<file path="config.mk">
export PLATFORM = sky130hd
export DESIGN_NAME = bmp_stream_to_framebuffer_core
export DESIGN_NICKNAME = d
export VERILOG_FILES = /design/src/design/bsf_pkg.sv /design/src/design/bsf_front.sv /design/src/design/bsf_queue.sv /design/src/design/bsf_back.sv /design/src/design/bmp_stream_to_framebuffer_core.sv
export SDC_FILE = /design/constraint.sdc
export NUM_CORES = 1
export LEC_CHECK = 0
export ABC_AREA = 1
export BUFFER_PORTS_ARGS = -buffer_cell sky130_fd_sc_hd__buf_2
export CAP_MARGIN = 5
export CORE_ASPECT_RATIO = 1.25
export CORE_MARGIN = 4
export CORE_UTILIZATION = 59
export CTS_CLUSTER_SIZE = 14
export DETAILED_ROUTE_END_ITERATION = 10
export PLACE_DENSITY = 0.82
export SYNTH_ARGS = -nofsm -noshare
export SYNTH_HDL_FRONTEND = slang
export SYNTH_SLANG_ARGS = --single-unit
</file>
<file path="constraint.sdc">
create_clock -name clk -period 10.2 [get_ports clk]
set_input_delay 0.51 -clock clk [delete_from_list [all_inputs] [get_ports clk]]
set_output_delay 0.51 -clock clk [all_outputs]
set_load 0.05 [all_outputs]
</file>
<file path="src/design/bsf_pkg.sv">
`timescale 1ns / 1ps
// ----------------------------------------------------------------------------
// bsf_pkg: shared types and constants for the BMP stream to framebuffer core
// Screen geometry, header layout, codes and the job record that passes
// from the front end to the write sequencer.
// ----------------------------------------------------------------------------
package bsf_pkg;

  localparam int unsigned SCREEN_WIDTH  = 320;
  localparam int unsigned SCREEN_HEIGHT = 240;
  localparam int unsigned HEADER_BYTES  = 1078;

  localparam int unsigned HALF_WIDTH  = SCREEN_WIDTH / 2;
  localparam int unsigned HALF_HEIGHT = SCREEN_HEIGHT / 2;

  localparam int unsigned HCNT_W = 11;
  localparam int unsigned COL_W  = $clog2(SCREEN_WIDTH + 1);
  localparam int unsigned ROW_W  = $clog2(SCREEN_HEIGHT);

  // header byte positions
  localparam int unsigned SIG_END    = 2;
  localparam int unsigned WIDTH_POS  = 18;
  localparam int unsigned HEIGHT_POS = 22;
  localparam int unsigned FIELD_LEN  = 4;

  // "BM", little endian
  localparam logic [15:0] SIG_BM = 16'h4D42;

  localparam int unsigned QUEUE_DEPTH = 4;
  localparam int unsigned QPTR_W      = $clog2(QUEUE_DEPTH);
  localparam int unsigned QCNT_W      = $clog2(QUEUE_DEPTH + 1);

  localparam logic KIND_PIXEL  = 1'b0;
  localparam logic KIND_STATUS = 1'b1;

  typedef enum logic [1:0] {
    OP_START = 2'd0,
    OP_DATA  = 2'd1,
    OP_END   = 2'd2
  } op_t;

  typedef enum logic [1:0] {
    PH_HEADER = 2'd0,
    PH_PIXELS = 2'd1,
    PH_DONE   = 2'd2
  } phase_t;

  typedef enum logic [2:0] {
    ST_OK        = 3'd0,
    ST_SHORT_HDR = 3'd1,
    ST_BAD_SIG   = 3'd2,
    ST_BAD_SIZE  = 3'd3,
    ST_SHORT_PIX = 3'd4
  } status_t;

  // one queued unit of work: optional pixel write(s), then optional status
  typedef struct packed {
    logic        has_pix;
    logic        quad;
    logic        has_st;
    status_t     st;
    logic [31:0] addr;
    logic [7:0]  pixel;
  } job_t;

endpackage

</file>
<file path="src/design/bsf_front.sv">
`timescale 1ns / 1ps
// ----------------------------------------------------------------------------
// bsf_front: byte parser
// Walks the header, checks signature and size, tracks row and column of
// pixel bytes and turns every input item into at most one queued job.
// ----------------------------------------------------------------------------
module bsf_front (
  input  logic               clk,
  input  logic               rst_n,
  input  logic               acc,
  input  logic [1:0]         operation,
  input  logic [7:0]         data_byte,
  input  logic [31:0]        pixel_base,
  output logic               push,
  output bsf_pkg::job_t      job
);

  bsf_pkg::phase_t                 phase_r, phase_nxt;
  logic [bsf_pkg::HCNT_W-1:0]      hcnt_r, hcnt_nxt;
  logic [15:0]                     sig_r, sig_nxt;
  logic [31:0]                     width_r, width_nxt;
  logic [31:0]                     height_r, height_nxt;
  logic                            dbl_r, dbl_nxt;
  logic [bsf_pkg::ROW_W-1:0]       row_r, row_nxt;
  logic [bsf_pkg::COL_W-1:0]       col_r, col_nxt;

  logic [bsf_pkg::HCNT_W-1:0]      wpos, hpos;
  logic [bsf_pkg::COL_W-1:0]       col_inc;
  logic [31:0]                     offset, offset_sc;

  assign wpos    = hcnt_r - bsf_pkg::HCNT_W'(bsf_pkg::WIDTH_POS);
  assign hpos    = hcnt_r - bsf_pkg::HCNT_W'(bsf_pkg::HEIGHT_POS);
  assign col_inc = col_r + bsf_pkg::COL_W'(1);

  // row-major offset; half size images land at twice the coordinates
  assign offset    = 32'(row_r) * 32'(bsf_pkg::SCREEN_WIDTH) + 32'(col_r);
  assign offset_sc = dbl_r ? {offset[30:0], 1'b0} : offset;

  always_ff @(posedge clk) begin
    if (!rst_n) begin
      phase_r  <= bsf_pkg::PH_HEADER;
      hcnt_r   <= '0;
      sig_r    <= '0;
      width_r  <= '0;
      height_r <= '0;
      dbl_r    <= 1'b0;
      row_r    <= '0;
      col_r    <= '0;
    end else begin
      phase_r  <= phase_nxt;
      hcnt_r   <= hcnt_nxt;
      sig_r    <= sig_nxt;
      width_r  <= width_nxt;
      height_r <= height_nxt;
      dbl_r    <= dbl_nxt;
      row_r    <= row_nxt;
      col_r    <= col_nxt;
    end
  end

  always_comb begin
    phase_nxt  = phase_r;
    hcnt_nxt   = hcnt_r;
    sig_nxt    = sig_r;
    width_nxt  = width_r;
    height_nxt = height_r;
    dbl_nxt    = dbl_r;
    row_nxt    = row_r;
    col_nxt    = col_r;
    push       = 1'b0;
    job.has_pix = 1'b0;
    job.quad    = dbl_r;
    job.has_st  = 1'b0;
    job.st      = bsf_pkg::ST_OK;
    job.addr    = pixel_base + offset_sc;
    job.pixel   = data_byte;

    if (acc) begin
      unique case (operation)
        bsf_pkg::OP_START: begin
          phase_nxt  = bsf_pkg::PH_HEADER;
          hcnt_nxt   = '0;
          sig_nxt    = '0;
          width_nxt  = '0;
          height_nxt = '0;
          dbl_nxt    = 1'b0;
          row_nxt    = '0;
          col_nxt    = '0;
        end
        bsf_pkg::OP_DATA: begin
          unique case (phase_r)
            bsf_pkg::PH_HEADER: begin
              if (hcnt_r < bsf_pkg::HCNT_W'(bsf_pkg::SIG_END)) begin
                sig_nxt = sig_r | ({8'h00, data_byte} << {hcnt_r[0], 3'b000});
              end
              if (wpos < bsf_pkg::HCNT_W'(bsf_pkg::FIELD_LEN)) begin
                width_nxt = width_r | ({24'h0, data_byte} << {wpos[1:0], 3'b000});
              end
              if (hpos < bsf_pkg::HCNT_W'(bsf_pkg::FIELD_LEN)) begin
                height_nxt = height_r | ({24'h0, data_byte} << {hpos[1:0], 3'b000});
              end
              hcnt_nxt = hcnt_r + bsf_pkg::HCNT_W'(1);
              if (hcnt_r == bsf_pkg::HCNT_W'(bsf_pkg::HEADER_BYTES - 1)) begin
                // size fields lie well before the last header byte
                if (sig_r != bsf_pkg::SIG_BM) begin
                  push      = 1'b1;
                  job.has_st = 1'b1;
                  job.st    = bsf_pkg::ST_BAD_SIG;
                  phase_nxt = bsf_pkg::PH_DONE;
                end else if (width_r == 32'(bsf_pkg::HALF_WIDTH) &&
                             height_r == 32'(bsf_pkg::HALF_HEIGHT)) begin
                  dbl_nxt   = 1'b1;
                  phase_nxt = bsf_pkg::PH_PIXELS;
                  row_nxt   = bsf_pkg::ROW_W'(height_r - 32'd1);
                  col_nxt   = '0;
                end else if (width_r == 32'(bsf_pkg::SCREEN_WIDTH) &&
                             height_r == 32'(bsf_pkg::SCREEN_HEIGHT)) begin
                  dbl_nxt   = 1'b0;
                  phase_nxt = bsf_pkg::PH_PIXELS;
                  row_nxt   = bsf_pkg::ROW_W'(height_r - 32'd1);
                  col_nxt   = '0;
                end else begin
                  push      = 1'b1;
                  job.has_st = 1'b1;
                  job.st    = bsf_pkg::ST_BAD_SIZE;
                  phase_nxt = bsf_pkg::PH_DONE;
                end
              end
            end
            bsf_pkg::PH_PIXELS: begin
              push        = 1'b1;
              job.has_pix = 1'b1;
              col_nxt     = col_inc;
              if (32'(col_inc) >= width_r) begin
                col_nxt = '0;
                if (row_r == '0) begin
                  job.has_st = 1'b1;
                  job.st     = bsf_pkg::ST_OK;
                  phase_nxt  = bsf_pkg::PH_DONE;
                end else begin
                  row_nxt = row_r - bsf_pkg::ROW_W'(1);
                end
              end
            end
            default: ;
          endcase
        end
        bsf_pkg::OP_END: begin
          if (phase_r == bsf_pkg::PH_HEADER) begin
            push       = 1'b1;
            job.has_st = 1'b1;
            job.st     = bsf_pkg::ST_SHORT_HDR;
            phase_nxt  = bsf_pkg::PH_DONE;
          end else if (phase_r == bsf_pkg::PH_PIXELS) begin
            push       = 1'b1;
            job.has_st = 1'b1;
            job.st     = bsf_pkg::ST_SHORT_PIX;
            phase_nxt  = bsf_pkg::PH_DONE;
          end
        end
        default: ;
      endcase
    end
  end

endmodule

</file>
<file path="src/design/bsf_queue.sv">
`timescale 1ns / 1ps
// ----------------------------------------------------------------------------
// bsf_queue: job queue
// Small register FIFO between the parser and the write sequencer.
// ----------------------------------------------------------------------------
module bsf_queue (
  input  logic          clk,
  input  logic          rst_n,
  input  logic          push,
  input  bsf_pkg::job_t push_job,
  input  logic          pop,
  output bsf_pkg::job_t pop_job,
  output logic          full,
  output logic          empty
);

  bsf_pkg::job_t                mem_r [bsf_pkg::QUEUE_DEPTH];
  logic [bsf_pkg::QPTR_W-1:0]   wptr_r, wptr_nxt;
  logic [bsf_pkg::QPTR_W-1:0]   rptr_r, rptr_nxt;
  logic [bsf_pkg::QCNT_W-1:0]   cnt_r, cnt_nxt;
  logic                         do_push, do_pop;

  assign full    = cnt_r == bsf_pkg::QCNT_W'(bsf_pkg::QUEUE_DEPTH);
  assign empty   = cnt_r == '0;
  assign do_push = push && !full;
  assign do_pop  = pop && !empty;
  assign pop_job = mem_r[rptr_r];

  always_comb begin
    wptr_nxt = do_push ? wptr_r + bsf_pkg::QPTR_W'(1) : wptr_r;
    rptr_nxt = do_pop ? rptr_r + bsf_pkg::QPTR_W'(1) : rptr_r;
    cnt_nxt  = cnt_r;
    if (do_push && !do_pop) begin
      cnt_nxt = cnt_r + bsf_pkg::QCNT_W'(1);
    end else if (do_pop && !do_push) begin
      cnt_nxt = cnt_r - bsf_pkg::QCNT_W'(1);
    end
  end

  always_ff @(posedge clk) begin
    if (!rst_n) begin
      wptr_r <= '0;
      rptr_r <= '0;
      cnt_r  <= '0;
    end else begin
      wptr_r <= wptr_nxt;
      rptr_r <= rptr_nxt;
      cnt_r  <= cnt_nxt;
    end
  end

  always_ff @(posedge clk) begin
    if (do_push) begin
      mem_r[wptr_r] <= push_job;
    end
  end

endmodule

</file>
<file path="src/design/bsf_back.sv">
`timescale 1ns / 1ps
// ----------------------------------------------------------------------------
// bsf_back: write sequencer
// Expands each job into its pixel writes and status into a registered
// output stage, one result per cycle while out_stall does not hold it.
// ----------------------------------------------------------------------------
module bsf_back (
  input  logic          clk,
  input  logic          rst_n,
  input  bsf_pkg::job_t q_job,
  input  logic          q_empty,
  output logic          q_pop,
  output logic          out_valid,
  input  logic          out_stall,
  output logic          out_kind,
  output logic [31:0]   out_address,
  output logic [7:0]    out_pixel,
  output logic [2:0]    out_status,
  output logic          out_last
);

  bsf_pkg::job_t cur_r, cur_nxt;
  logic          cur_valid_r, cur_valid_nxt;
  logic [2:0]    step_r, step_nxt;
  logic          out_valid_r, out_valid_nxt;
  logic          kind_r;
  logic [31:0]   addr_r;
  logic [7:0]    pixel_r;
  logic [2:0]    status_r;
  logic          last_r;

  logic [2:0]    npix, nres;
  logic          adv, is_last, job_done;
  logic          res_kind;
  logic [31:0]   res_addr, sub_off;

  always_comb begin
    npix = cur_r.has_pix ? (cur_r.quad ? 3'd4 : 3'd1) : 3'd0;
    nres = npix + {2'b00, cur_r.has_st};
  end

  assign adv      = cur_valid_r && (!out_valid_r || !out_stall);
  assign is_last  = step_r == nres - 3'd1;
  assign job_done = adv && is_last;
  assign q_pop    = !q_empty && (!cur_valid_r || job_done);

  // quad order: top left, top right, bottom left, bottom right
  always_comb begin
    case (step_r[1:0])
      2'd0:    sub_off = 32'd0;
      2'd1:    sub_off = 32'd1;
      2'd2:    sub_off = 32'(bsf_pkg::SCREEN_WIDTH);
      default: sub_off = 32'(bsf_pkg::SCREEN_WIDTH) + 32'd1;
    endcase
  end

  assign res_kind = (step_r < npix) ? bsf_pkg::KIND_PIXEL : bsf_pkg::KIND_STATUS;
  assign res_addr = cur_r.addr + sub_off;

  always_comb begin
    cur_nxt       = cur_r;
    cur_valid_nxt = cur_valid_r;
    step_nxt      = step_r;
    if (q_pop) begin
      cur_nxt       = q_job;
      cur_valid_nxt = 1'b1;
      step_nxt      = '0;
    end else if (job_done) begin
      cur_valid_nxt = 1'b0;
    end else if (adv) begin
      step_nxt = step_r + 3'd1;
    end
    out_valid_nxt = out_valid_r;
    if (!out_valid_r || !out_stall) begin
      out_valid_nxt = adv;
    end
  end

  always_ff @(posedge clk) begin
    if (!rst_n) begin
      cur_valid_r <= 1'b0;
      out_valid_r <= 1'b0;
      step_r      <= '0;
    end else begin
      cur_valid_r <= cur_valid_nxt;
      out_valid_r <= out_valid_nxt;
      step_r      <= step_nxt;
    end
  end

  always_ff @(posedge clk) begin
    cur_r <= cur_nxt;
    if (adv) begin
      kind_r <= res_kind;
      last_r <= is_last;
      if (res_kind == bsf_pkg::KIND_PIXEL) begin
        addr_r   <= res_addr;
        pixel_r  <= cur_r.pixel;
        status_r <= bsf_pkg::ST_OK;
      end else begin
        addr_r   <= '0;
        pixel_r  <= '0;
        status_r <= cur_r.st;
      end
    end
  end

  assign out_valid   = out_valid_r;
  assign out_kind    = kind_r;
  assign out_address = addr_r;
  assign out_pixel   = pixel_r;
  assign out_status  = status_r;
  assign out_last    = last_r;

  // a status result always closes its job
  a_status_last: assert property (@(posedge clk) disable iff (!rst_n)
    out_valid_r && kind_r == bsf_pkg::KIND_STATUS |-> last_r)
    else $error("status result without last");

  // step never runs past the job's result count
  a_step_range: assert property (@(posedge clk) disable iff (!rst_n)
    cur_valid_r |-> step_r < nres)
    else $error("sequencer step out of range");

  // a job never leaves the sequencer while its output is blocked
  a_no_drop: assert property (@(posedge clk) disable iff (!rst_n)
    cur_valid_r && out_valid_r && out_stall |=> cur_valid_r && $stable(step_r))
    else $error("sequencer advanced under stall");

endmodule

</file>
<file path="src/design/bmp_stream_to_framebuffer_core.sv">
`timescale 1ns / 1ps
// ----------------------------------------------------------------------------
// bmp_stream_to_framebuffer_core: 8-bit greyscale BMP loader
// Parses a BMP byte stream and emits framebuffer writes and a final status.
// ----------------------------------------------------------------------------
// Usage:
//   in_*  : one item per accepted cycle: operation (start, data byte, end)
//           and the data byte. Accepted when in_valid is high and in_stall
//           is low.
//   out_* : results (pixel write or final status), out_last marks the last
//           result caused by an input item. Taken when out_valid is high and
//           out_stall is low.
//   cfg_* : pixel_base write port, always ready; write only while idle.
// An accepted item's job passes the job queue, the sequencer's current-job
//   register and the registered output stage. Throughput: one item per
//   cycle for full size images while out_stall is low; half size images
//   produce four writes per pixel byte, all through the single result port.
// A 4-entry job queue sits between parser and write sequencer, so input
//   is still accepted while results are stalled, until the queue fills.
// Reset clears the parser to the header phase, empties the queue and
//   sets pixel_base to zero.
// ----------------------------------------------------------------------------
module bmp_stream_to_framebuffer_core (
  input  logic        clk,
  input  logic        rst_n,
  input  logic        in_valid,
  output logic        in_stall,
  input  logic [1:0]  in_operation,
  input  logic [7:0]  in_data_byte,
  output logic        out_valid,
  input  logic        out_stall,
  output logic        out_kind,
  output logic [31:0] out_address,
  output logic [7:0]  out_pixel,
  output logic [2:0]  out_status,
  output logic        out_last,
  input  logic        cfg_valid,
  output logic        cfg_ready,
  input  logic [31:0] cfg_pixel_base
);

  logic [31:0]   pixel_base_r;
  logic          acc;
  logic          push, pop, q_full, q_empty;
  bsf_pkg::job_t push_job, pop_job;

  assign cfg_ready = 1'b1;
  assign in_stall  = q_full;
  assign acc       = in_valid && !in_stall;

  always_ff @(posedge clk) begin
    if (!rst_n) begin
      pixel_base_r <= '0;
    end else if (cfg_valid && cfg_ready) begin
      pixel_base_r <= cfg_pixel_base;
    end
  end

  bsf_front u_front (
    .clk        (clk),
    .rst_n      (rst_n),
    .acc        (acc),
    .operation  (in_operation),
    .data_byte  (in_data_byte),
    .pixel_base (pixel_base_r),
    .push       (push),
    .job        (push_job)
  );

  bsf_queue u_queue (
    .clk      (clk),
    .rst_n    (rst_n),
    .push     (push),
    .push_job (push_job),
    .pop      (pop),
    .pop_job  (pop_job),
    .full     (q_full),
    .empty    (q_empty)
  );

  bsf_back u_back (
    .clk         (clk),
    .rst_n       (rst_n),
    .q_job       (pop_job),
    .q_empty     (q_empty),
    .q_pop       (pop),
    .out_valid   (out_valid),
    .out_stall   (out_stall),
    .out_kind    (out_kind),
    .out_address (out_address),
    .out_pixel   (out_pixel),
    .out_status  (out_status),
    .out_last    (out_last)
  );

endmodule

</file>
# == Word-level counts from Yosys, hierarchy flattened ==
# Memories as Yosys holds them, arrays and structs flattened. A register that Yosys moved wholly into a read port is not among the register bits.
# Cells that the tools add are included.
# classes
addsub,16
n_mul,1
div,0
order_cmp,5
n_eq_ne,28
shifts,3
mux,75
bitwise_logic,5
reduce_logical,38
# op_table
op,count
2-to-1 mux 32 bit,5
case mux 32 bit (2 select lines),2
== test 32 x 8 -> 1 bit (second input constant),2
bitwise OR 32 bit,2
left shift 8 x 5 -> 32 bit,2
2-to-1 mux 8 bit,6
2-to-1 mux 9 bit,5
2-to-1 mux 4 bit,9
case mux 9 bit (2 select lines),2
adder 32 bit,1
adder 32 x 9 -> 32 bit,1
== test 32 x 7 -> 1 bit (second input constant),1
== test 32 x 9 -> 1 bit (second input constant),1
greater-or-equal comparator 9 x 32 -> 1 bit,1
2-to-1 mux 16 bit,2
case mux 16 bit (2 select lines),1
case mux 8 bit (2 select lines),2
case mux 9 bit (3 select lines),1
< comparator 11 x 3 -> 1 bit (second input constant),2
case mux 11 bit (2 select lines),1
subtractor 11 x 5 -> 11 bit (second input constant),2
2-to-1 mux 1 bit,19
adder 17 x 9 -> 18 bit,1
2-to-1 mux 2 bit,8
46 further kinds,92
# totals
reg_bits,200
latch_bits,0
mem_bits_rw,184
romBits,0
inputBits,47
out_inout_bits,48
wordCells,192
memories,1
# mem_list
memory,words,word_bits,read_ports,rd_ports_with_merged_regs,wr,line,source
u_queue.mem_r,4,46,1,1,1,bsf_queue.sv:17,bsf_pkg::job_t mem_r [bsf_pkg::QUEUE_DEPTH];

# == Logic depth before layout (Yosys ltp) ==
# logic_depth
ltp_word,14
depth_mapped,24
depth_no_buf,24

# == Hierarchy ==
# Synthesis repeated with hierarchy kept, for this count alone.
# unflattened
hier_cells,2391
area_unflattened_um2,21161.5
# modules_own_cells
module,n_inst,cells_each,area_each_um2,seq_area_each_um2
bsf_front,1,1241,8032.7,2222.1
bsf_queue,1,515,7363.3,5705.5
bsf_back,1,429,4411.7,2832.7
bmp_stream_to_framebuffer_core,1,206,1353.8,640.6

# == Worst setup path before layout ==
# OpenSTA, ideal clock, no wires.
# synth_path
kind,register -> register
start,reg u_front.hcnt_r[1] in the netlist's numbering
end,mem u_queue.mem_r[0][0] in the netlist's numbering (enable)
setup_time_ns,0.450
t_arrival_ns,3.815
t_required_ns,9.750
setup_slack_ns,5.935
path_stages_with_launch,11
path_buffers,2
synth_period_minus_slack_ns,4.265
cell_sequence,dfxtp_1 buf_2 clkinv_1 clkbuf_1 ha_1 nand2_1 nor3_1 nand3_1 nor4_1 a21boi_1 nor2_1
# synth_between
elab_chain_cells,8
# synth_rtl
item,line,source
start: declaration,bsf_front.sv:19,"logic [bsf_pkg::HCNT_W-1:0] hcnt_r, hcnt_nxt;"
start signal: assignment,bsf_front.sv:51,hcnt_r <= hcnt_nxt;
== test 11 bit,bsf_front.sv:103,if (hcnt_r == bsf_pkg::HCNT_W'(bsf_pkg::HEADER_BYTES - 1)) begin
2-to-1 mux 1 bit,bsf_front.sv:103,
case mux 1 bit (2 select lines),bsf_front.sv:91,unique case (phase_r)
case mux 1 bit (2 select lines),bsf_front.sv:79,unique case (operation)
2-to-1 mux 1 bit,bsf_front.sv:78,if (acc) begin
logical AND 1 bit,bsf_queue.sv:25,assign do_push = push && !full;
2-to-1 mux 1 bit,bsf_queue.sv:53,if (do_push) begin
2-to-1 mux 1 bit (not written as such),bsf_queue.sv:54,mem_r[wptr_r] <= push_job;
end: declaration,bsf_queue.sv:17,
# Every way passes these cells.

==> flow_metrics.tcl <==
set metrics [dict create \
    numClockSinks 430 \
    gp_congestion 0.920 \
    drc 0 \
    final_common_cell "nor2_1" \
    finalCritPeriodShare_pct 41.9 \
    placed_cells 2631 \
    final.setup.tns_ns 0 \
    fin_nets 2372 \
    grt_pass1_vias 15000 \
    leakagePower_nw 8.93 \
    tightest_slew_ns 1.17 \
    cts_root_buf "clkbuf_16" \
    grt_first_pass_wirelength_um 74300 \
    layout_min_cycle_time_ns 4.28 \
    io-pin-count 95 \
    crit_arrival_ns 4.63 \
    htreeDepth 2 \
    pwr-share-comb_pct 26.9 \
    critPathLaunchType "register" \
    p_per_area_nw_per_um2 245 \
    power_frac_seq_pct 43.7 \
    slowest_delay_ns 0.50 \
    synth_flop_cell "edfxtp_1" \
    post_cts_buffers 0 \
    yosysSeqAreaShare_pct 56.8 \
    ys_async_sr_fraction_pct 0 \
    crit_chain "ha_1 -> ha_1 -> fa_1 -> inv_1 -> nor2_1 -> nand3_1 -> or2_2 -> nor2_1 -> nand2_1 -> nand3_1 -> nand2_1 -> ha_1 -> nand2_1 -> nor3_1 -> inv_1 -> nor3_1 -> nand3_1 -> nand3_1 -> nand2_1 -> xor2_1" \
    core_area_um2 33500 \
    area.growth.synth_to_final_pct 11.2 \
    fp.dieW_um 173 \
    overflow 0 \
    ys_types 53 \
    dp_hpwl_um 31500 \
    syn-num-nets 2300 \
    drt-initial-drc-count 1250 \
    die_y_um 214 \
    finalSetupViolations 0 \
    cts.clk_slew.worst_paths_ns 0.06 \
    mostFrequentLayoutCells "nor2_1, nand2_1, edfxtp_1" \
    clockPowerShare_pct 29.5 \
    vias 15500 \
    p_int_mw 3.54 \
    status "finished, final reports clean" \
    worstPathMaxFanout 5 \
    swShare_pct 35.2 \
    end_kind "register" \
    rsz0062_at_grt "no" \
    yosys_register_bits 430 \
    wl_per_cell_um 17.1 \
    drt_pass1_iterations 5 \
    drv_cap 0 \
    crit_path_top_delay_cell "fa_1" \
    grt_antenna_before_repair 0 \
    cts_buffers 42 \
    port_buffers 93 \
    clk_latency_ns 0.56 \
    p_sw_mw 1.92 \
    die-area_um2 36900 \
    ir_worst_vdd_mv 0.144 \
    synth_edf_count 275 \
    start_util_pct 59.7 \
    ctsHoldBuffers 0 \
    ys_warn_count 0 \
    final-hold-violation-count 0 \
    hold_class "in -> reg" \
    syn-instance-count 2180 \
    routed_via_density 5.71 \
    drive_above_1_share_pct 9.06 \
    clk_path_buf_depth 3 \
    cts_resized 0 \
    final-instance-count-excl-fill 2709 \
    final.setup_skew_ns 0.0176 \
    ant_nets 0 \
    num_rows 75 \
    grt_use_total_pct 24.6 \
    crit_required_ns 10.55 \
    slew_headroom_pct 21.7 \
    syn-cell-area_um2 20000 \
    wirelength_um 46400 \
    critPathKind "reg -> reg" \
    slew_viol_final 0 \
    cts_tree "done" \
    antenna_cells 0 \
    n_fill_cell 2539 \
    syn_area_per_cell_um2 9.18 \
    grt_max_degree 95 \
    fmax_ghz 0.234 \
]
## state kept, by name, summed over array words and instances, names as in the netlist, 2 cells and up
register,flops
u_back.out_status,3
u_front.hcnt_r,11
u_back.cur_r,46
u_queue.mem_r,184
u_back.out_pixel,8
u_back.step_r,3
u_front.sig_r,16
pixel_base_r,32
u_front.width_r,32
u_front.height_r,32
u_back.out_address,32
u_queue.rptr_r,2
u_queue.cnt_r,3
u_front.col_r,9
u_front.phase_r,2
u_front.row_r,8
u_queue.wptr_r,2
## per-stage QoR
stage	setup WS, ns	util (%)	cell area [um^2]	hold slack, ns	total power [mW]
2_1_floorplan	5.94	-	20000	0.430	3.47
3_3_place_gp	6.08	62.1	20800	0.439	3.83
3_5_place_dp	5.97	62.1	20800	0.454	3.87
4_1_cts	5.95	66.4	22200	0.154	5.48
5_1_grt	5.53	66.4	22200	0.171	5.74
6_report	5.92	66.4	22200	0.174	5.46
## power by group through the flow
stage | sequential [mW] | clock [mW] | combinational (mW)
2_1_floorplan | 2.68 | 0 | 0.795
3_3_place_gp | 2.41 | 0 | 1.42
3_5_place_dp | 2.42 | 0 | 1.45
4_1_cts | 2.38 | 1.63 | 1.47
5_1_grt | 2.41 | 1.70 | 1.62
6_report | 2.38 | 1.61 | 1.47
## cells in the mapped netlist, drive strengths merged (3+ instances only)
cell type  count  area share, %
nor2         407            7.8
nand2        314            5.9
edfxtp       275             41
inv          209            3.9
o21ai        186            4.7
a21oi        168            4.2
dfxtp        155             16
nand3         85            2.2
ha            69            4.3
clkbuf        54            1.0
o22ai         47            1.5
xor2          40            1.8
nor3          34           0.93
nand4         32            1.0
buf           23           0.69
xnor2         18           0.79
nor4          11           0.38
or2           10           0.31
fa             4           0.40
o21a           4           0.15
a211oi         3           0.11
a21boi         3           0.11
o211ai         3           0.11
o21bai         3           0.11
## kinds of logic (layout without fill, tap and decap cells)
logic type | count (synthesis) | count (layout) | synth area share (%)
buffers and inverters | 288 | 394 | 5.67
DFF | 430 | 430 | 56.8
xor gates and xnor gates | 58 | 58 | 2.54
muxes | 1 | 1 | 0.0500
adders and majority gates | 73 | 73 | 4.72
AOI/OAI and AO/OA | 428 | 428 | 11.4
other | 2 | 2 | 0.0375
and+or+nand+nor | 900 | 900 | 18.7
## worst paths after layout
path	cells past startpoint	endpoint	from	slack, ns
setup / recovery	20	u_queue.mem_r[2][34]$_DFFE_PP_	u_front.row_r[1]$_SDFFE_PN0P_	5.92
hold / removal	3	pixel_base_r[8]$_SDFFE_PN0P_	cfg_pixel_base[8]	0.17
setup reg to reg	20	u_queue.mem_r[2][34]$_DFFE_PP_	u_front.row_r[1]$_SDFFE_PN0P_	5.92
hold reg to reg	2	u_front.sig_r[13]$_SDFFE_PN0P_	u_front.sig_r[13]$_SDFFE_PN0P_	0.47
## area by class of cell
| cell class | instances | area, um^2 | area share [%] |
|---|---|---|---|
| tap | 423 | 529 | 2.38 |
| inverter | 211 | 792 | 3.56 |
| clock buffer | 61 | 1220 | 5.50 |
| clock inverter | 17 | 223 | 1.00 |
| timing repair buffer | 105 | 556 | 2.50 |
| multi-input combinational | 1462 | 7550 | 34.0 |
| sequential | 430 | 11400 | 51.1 |
## worst max-delay path: cells and delay by family, from the launching register on
family                   cells  cell delay [ns]
AND/OR/NAND/NOR             13             1.88
buffers and inverters        2             0.14
adder cells (fa/ha/maj)      4             1.37
XOR/XNOR                     1             0.27
flip-flops                   1             0.42
## metal layers
metal	wire [um]	GRT usage, %	up-vias
li1	-	-	7507
met1	18700	30.3	7291
met2	23300	44.7	542
met3	2590	3.16	124
met4	1810	9.88	0
met5	0	0	-
Power figures use the tool's default switching activity.
